--- src/hdl/lemf_pkg.sv ---
// shared types for the line endpoint medoid fit block
// controller state encoding and the command and status bundles between
// controller and datapath; no dependencies
`default_nettype none

package lemf_pkg;

    typedef enum logic [2:0] {
        ST_IDLE,
        ST_PIVOT,
        ST_SWEEP,
        ST_DRAIN,
        ST_RESULT
    } lemf_state_t;

    typedef struct packed {
        logic load_en;      // item offered while loading
        logic rd_en;        // read both stores at rd_addr
        logic rd_pivot;     // this read fetches the candidate value
        logic clear_acc;    // start a new sum
        logic compare;      // sums are final, compare against best
        logic first;        // first candidate of the set
        logic load_result;  // write the output register
        logic clear_count;  // empty the set
    } lemf_cmd_t;

    typedef struct packed {
        logic count_zero;   // no segment stored
        logic pipe_busy;    // samples still in the sum pipeline
        logic out_free;     // output register can take a result
    } lemf_status_t;

endpackage

`default_nettype wire

--- src/hdl/lemf_ctrl.sv ---
// controller of the line endpoint medoid fit: loading, the candidate and
// sweep loops of the fit, and result hand-off
// depends on lemf_pkg
`default_nettype none

module lemf_ctrl
    import lemf_pkg::*;
#(
    parameter int AW = 8
) (
    input  wire logic          aclk,
    input  wire logic          aresetn,
    input  wire logic          s_valid,
    input  wire logic          s_last,
    output logic               s_ready,
    input  wire lemf_status_t  status,
    input  wire logic [AW-1:0] last_idx,
    output lemf_cmd_t          cmd,
    output logic [AW-1:0]      rd_addr
);

    lemf_state_t   state_reg, state_next;
    logic [AW-1:0] i_reg, i_next;
    logic [AW-1:0] j_reg, j_next;

    // next state and loop counters
    always_comb begin
        state_next = state_reg;
        i_next     = i_reg;
        j_next     = j_reg;
        case (state_reg)
            ST_IDLE: begin
                i_next = '0;
                if (s_valid && s_last) begin
                    state_next = ST_PIVOT;
                end
            end
            ST_PIVOT: begin
                j_next = '0;
                state_next = status.count_zero ? ST_RESULT : ST_SWEEP;
            end
            ST_SWEEP: begin
                j_next = j_reg + AW'(1);
                if (j_reg == last_idx) begin
                    state_next = ST_DRAIN;
                end
            end
            ST_DRAIN: begin
                if (!status.pipe_busy) begin
                    if (i_reg == last_idx) begin
                        state_next = ST_RESULT;
                    end else begin
                        i_next     = i_reg + AW'(1);
                        state_next = ST_PIVOT;
                    end
                end
            end
            ST_RESULT: begin
                if (status.out_free) begin
                    state_next = ST_IDLE;
                end
            end
            default: begin
                state_next = ST_IDLE;
            end
        endcase
    end

    // commands
    always_comb begin
        cmd     = '0;
        s_ready = 1'b0;
        rd_addr = j_reg;
        case (state_reg)
            ST_IDLE: begin
                s_ready     = 1'b1;
                cmd.load_en = s_valid;
            end
            ST_PIVOT: begin
                cmd.rd_en     = !status.count_zero;
                cmd.rd_pivot  = 1'b1;
                cmd.clear_acc = 1'b1;
                rd_addr       = i_reg;
            end
            ST_SWEEP: begin
                cmd.rd_en = 1'b1;
            end
            ST_DRAIN: begin
                cmd.compare = !status.pipe_busy;
                cmd.first   = (i_reg == '0);
            end
            ST_RESULT: begin
                cmd.load_result = status.out_free;
                cmd.clear_count = status.out_free;
            end
            default: begin
                cmd = '0;
            end
        endcase
    end

    always_ff @(posedge aclk) begin
        if (!aresetn) begin
            state_reg <= ST_IDLE;
            i_reg     <= '0;
            j_reg     <= '0;
        end else begin
            state_reg <= state_next;
            i_reg     <= i_next;
            j_reg     <= j_next;
        end
    end

    a_sweep_in_range: assert property (@(posedge aclk) disable iff (!aresetn)
        (state_reg == ST_SWEEP) |-> (j_reg <= last_idx) && (i_reg <= last_idx))
        else $error("fit address beyond stored entries");

    a_sweep_nonempty: assert property (@(posedge aclk) disable iff (!aresetn)
        (state_reg == ST_SWEEP) |-> !status.count_zero)
        else $error("sweep started on an empty set");

endmodule

`default_nettype wire

--- config.mk ---
export PLATFORM = sky130hd
export DESIGN_NAME = lemf_ctrl
export DESIGN_NICKNAME = d
export VERILOG_FILES = /design/src/hdl/lemf_pkg.sv /design/src/hdl/lemf_ctrl.sv
export SDC_FILE = /design/constraint.sdc
export NUM_CORES = 1
export LEC_CHECK = 0
export BUFFER_PORTS_ARGS = -buffer_cell sky130_fd_sc_hd__clkbuf_2
export CORE_MARGIN = 2
export CORE_UTILIZATION = 42
export CTS_CLUSTER_DIAMETER = 100
export DETAILED_ROUTE_END_ITERATION = 16
export GPL_ROUTABILITY_DRIVEN = 0
export GPL_TIMING_DRIVEN = 0
export HOLD_SLACK_MARGIN = 0.12
export PLACE_DENSITY_LB_ADDON = 0.15
export REMOVE_ABC_BUFFERS = 1
export SLEW_MARGIN = 20
export SYNTH_ARGS = -nofsm -noshare
export SYNTH_HDL_FRONTEND = slang
export SYNTH_SLANG_ARGS = --single-unit
--- constraint.sdc ---
create_clock -name aclk -period 1.78 [get_ports aclk]
set_clock_uncertainty 0.05 [all_clocks]
set_input_delay 0.089 -clock aclk [delete_from_list [all_inputs] [get_ports aclk]]
set_output_delay 0.089 -clock aclk [all_outputs]
set_load 0.05 [all_outputs]
# After elaboration in Yosys (flattened, before gate mapping)

Cells that the tools add are included.

Bits in registers: 19
Input port bits: 15
Logic and storage cells: 43

$add $sub $neg: 2
Eq/ne operators: 11
Mux-type cells: 18
Reduce and logical (&&, ||, !) cells: 9

Operator list:

| kind                                                                  | number |
|---|---|
| 8-bit one-hot mux with 2 select lines                                 | 2 |
| 8-bit 2-to-1 mux                                                      | 3 |
| 3-bit 2-to-1 mux                                                      | 6 |
| 8-bit by 1-bit adder with 8-bit output, second input constant         | 2 |
| 8-bit equality test                                                   | 2 |
| 3-bit one-hot mux with 5 select lines                                 | 1 |
| 2-bit inequality test, second input constant                          | 5 |
| 8-bit zero test                                                       | 1 |
| 3-bit by 2-bit equality test with 1-bit output, second input constant | 2 |
| 2-bit 2-to-1 mux                                                      | 3 |
| 4-bit AND reduction                                                   | 1 |
| 2-bit nonzero test                                                    | 2 |
| 3-bit by 1-bit equality test with 1-bit output, second input constant | 1 |
| 3-bit equality test, second input constant                            | 1 |
| 3-bit zero test                                                       | 1 |
| 3-bit AND reduction                                                   | 1 |
| 1-bit zero test                                                       | 2 |
| 1-bit 2-to-1 mux                                                      | 2 |
| 1-bit one-hot mux with 2 select lines                                 | 1 |
| 1-bit logical AND                                                     | 1 |

# Longest topological paths before layout

Depth in word-level cells: 4
Mapped depth: 7
Depth with buffers taken out: 7

# Worst setup path before layout

OpenSTA, ideal clock, no wires.

Kind: register to output
Start point: register i_reg[0]
End point: output cmd[2] (netlist bit)
Arrival time: 2.274 ns
Setup slack: -0.633 ns
Cell stages (with the launch flop): 6
Cells stage by stage: dfxtp_1 -> inv_1 -> ha_1 -> nor4b_1 -> nand2_1 -> nor4_1

RTL lines:

| item                   | line             | RTL |
|---|---|---|
| start, declared        | lemf_ctrl.sv:23  | `logic [AW-1:0] i_reg, i_next;` |
| start signal, assigned | lemf_ctrl.sv:109 | `i_reg <= i_next;` |
| end, declared          | lemf_ctrl.sv:18  | `output lemf_cmd_t cmd,` |

# Worst setup path in the final report

Start point: register state_reg[0]
End point: output rd_addr[0]

Cells in the longest elaborated chain, start to end: 2

Ends and longest elaborated chain:

| item                                           | line             | RTL |
|---|---|---|
| start, declared                                | lemf_ctrl.sv:22  | `lemf_state_t state_reg, state_next;` |
| start signal, assigned                         | lemf_ctrl.sv:108 | `state_reg <= state_next;` |
| 3-bit by 1-bit equality test with 1-bit output | lemf_ctrl.sv:74  | `case (state_reg)` |
| 8-bit 2-to-1 mux                               | lemf_ctrl.sv:74  |  |
| end, declared                                  | lemf_ctrl.sv:19  | `output logic [AW-1:0] rd_addr` |

No other way between the ends.

==> flow_metrics.tcl <==
set metrics [dict create \
    netlist_area_sq_um 1408 \
    cap_violations 0 \
    dpl_cell_area_sq_um 1536 \
    timing.fmax_mhz 545.1 \
    drive_above_1_share_pct 39.82 \
    synth_area_leaders "dfxtp_1 27%, nand2_1 10%, xor2_1 10%" \
    ir_drop_mv 0.3721 \
    antenna_found_initial 0 \
    regArea_sq_um 401.6 \
    dp_slack_ps -220.1 \
    clockRootBuffer "clkbuf_4" \
    cts_tree "done" \
    final.min_clock_period_ps 1835 \
    drt_iter0_drc 97 \
    place_hpwl_microns 2629 \
    grt_max_degree 16 \
    clkPwrFrac_pct 26.5 \
    rsz0062_at_grt "true" \
    grt_first_pass_wirelength_microns 6423 \
    drt-vias-per-instance 5.482 \
    hold_depth 2 \
    drtPass1Iterations 4 \
    final_area_sq_um 1967 \
    syn_to_final_growth_pct 39.73 \
    hp-class "in2reg" \
    status "finished with violations" \
    ys_warn_count 0 \
    synth_compound_area_share_pct 13.60 \
    multi_input_area_sq_um 1047 \
    initial_core_util_pct 42.86 \
    fin_hold_ws_ps 173.5 \
    drtAntennaViolNets 0 \
    clk_latency_ps 300 \
    synthXorXnorAreaFrac_pct 9.956 \
    worstMarginPinSlew_ps 356.4 \
    synth_edf_count 0 \
    path_class "reg2out" \
    pwr-share-seq_pct 50.0 \
    synth-simple-area-share_pct 34.84 \
    synth_top_family_by_area "simple AND/OR/NAND/NOR gates" \
    cts_sinks 19 \
    wirelength_microns 4135 \
    layout_setup_ws_ps -54.60 \
    io_buffers 31 \
    violations "negative setup slack" \
    power_density_nw_per_um2 443.3 \
    cts_buffers 3 \
    vias 1491 \
    leakagePower_nw 0.8642 \
    grt.overflow.total 0 \
    synth_flop_cell "dfxtp_1" \
    num_io_pins 32 \
    crit_path_end_kind "output pin" \
    post-route-period-util_pct 103.1 \
    die_w_microns 61.89 \
    clk_pin_slew_ps 120 \
    synthArstFlopShare_pct 0 \
    synth_top_area_cell "dfxtp_1" \
    setup_violations 7 \
    arrival_ps 1700 \
    nFillCells 290 \
    synth_top_area_share_pct 27.02 \
    worstRegToRegCells 5 \
    place_inst 250 \
    yosysSeqAreaShare_pct 27.02 \
    dieHeight_microns 61.89 \
    relSlewSlack_pct 76.04 \
    final_cells 272 \
    grt.total_usage_pct 22.20 \
    ys_types 43 \
    clockBufferDepth 2 \
    die_area_sq_um 3830 \
    insertedDiodeCount 0 \
    p_comb_share_pct 23.4 \
    p_int_mw 0.5943 \
    start_kind "register" \
    core_sq_um 3284 \
    grt_pass1_vias 1417 \
    netlist_instances 188 \
    final_cell_mix "29 x nand2_1, 18 x clkbuf_2, 16 x xor2_1" \
    route.detailed.drc 0 \
    cts_max_level 1 \
    rows 21 \
    p_switching_mw 0.2776 \
    synth_fa_ha_area_share_pct 2.667 \
    syn_area_per_cell_sq_um 7.487 \
    wl_per_cell_microns 15.20 \
    final_common_cell "nand2_1" \
    power_mw 0.8720 \
    yosys-mux-area-fraction_pct 4.267 \
    synth_seq_cells 19 \
    slew_violations 0 \
    cp_max_fo 8 \
    switching_share_pct 31.84 \
    final_nets 245 \
    worstPathRequired_ps 1640 \
    finalHoldViolCount 0 \
]
-- kinds of logic after synthesis --
family	Yosys count
buffers and inverters	21
AND/OR/NAND/NOR	94
flip-flops	19
multiplexers	6
adder cells (fa/ha/maj)	3
XOR/XNOR	16
AO/OA/AOI/OAI	29
-- stage by stage --
| stage | util (%) | TNS, ps |
|---|---|---|
| 2_1_floorplan | - | -5041 |
| 3_3_place_gp | 46.78 | -271.2 |
| 3_5_place_dp | 46.78 | -666.3 |
| 4_1_cts | 56.57 | -60.61 |
| 5_1_grt | 59.89 | -1149 |
| 6_report | 59.89 | -109.2 |
-- metal layers --
layer / vias to the layer above / share of wire (%) / global-route usage (%)
met5: - / 0 / 0
met4: 0 / 0.75 / 4.863
met3: 4 / 4.3 / 4.348
met2: 36 / 53 / 38.80
met1: 721 / 42 / 28.25
li1: 730 / - / -
-- synthesized netlist by cell type (5+ instances only) --
library cell   n
nand2_1       39
dfxtp_1       19
xor2_1        16
nor2_1        11
and2_1         8
nor4_1         7
o21ai_0        7
mux2i_1        6
a21oi_1        5
inv_1          5
nand3_1        5
-- final timing paths --
check	from	end	slack [ps]
max reg2reg	i_reg[5]	state_reg[2]	0
max	state_reg[0]	rd_addr[0]	-50
min reg2reg	i_reg[2]	i_reg[2]	510
min	aresetn	j_reg[7]	170
-- layout make-up --
type                    count  share of cell area (%)
inverters                   6                   1.781
repair inverters            1                  0.4453
flip-flops and latches     19                   20.42
well taps                  46                   2.926
multi-input cells         149                   53.24
repair buffers             47                   19.85
clock buffers               4                   1.336
-- power by group through the flow --
| stage | clock, mW | combinational [mW] | sequential [mW] |
|---|---|---|---|
| floorplan | 0 | 0.103 | 0.446 |
| global placement | 0 | 0.153 | 0.448 |
| detailed placement | 0 | 0.155 | 0.449 |
| CTS | 0.234 | 0.187 | 0.436 |
| global route | 0.258 | 0.217 | 0.437 |
| finish | 0.231 | 0.204 | 0.436 |
-- worst max-delay path, cell delays in order, from the launching register on --
cell and delay, ps:
dfxtp_4 440, inv_4 60, or3_4 460, o21ai_1 210, clkbuf_8 220
-- repair_timing --
action	in CTS	in global routing
buffers inserted	9	1
resized for setup	48	43
endpoints found under the setup margin	18	25
hold endpoints to repair	3	0
pin swaps	7	8
hold buffers	6	0
gates cloned	2	0
Power figures use the tool's default switching activity.
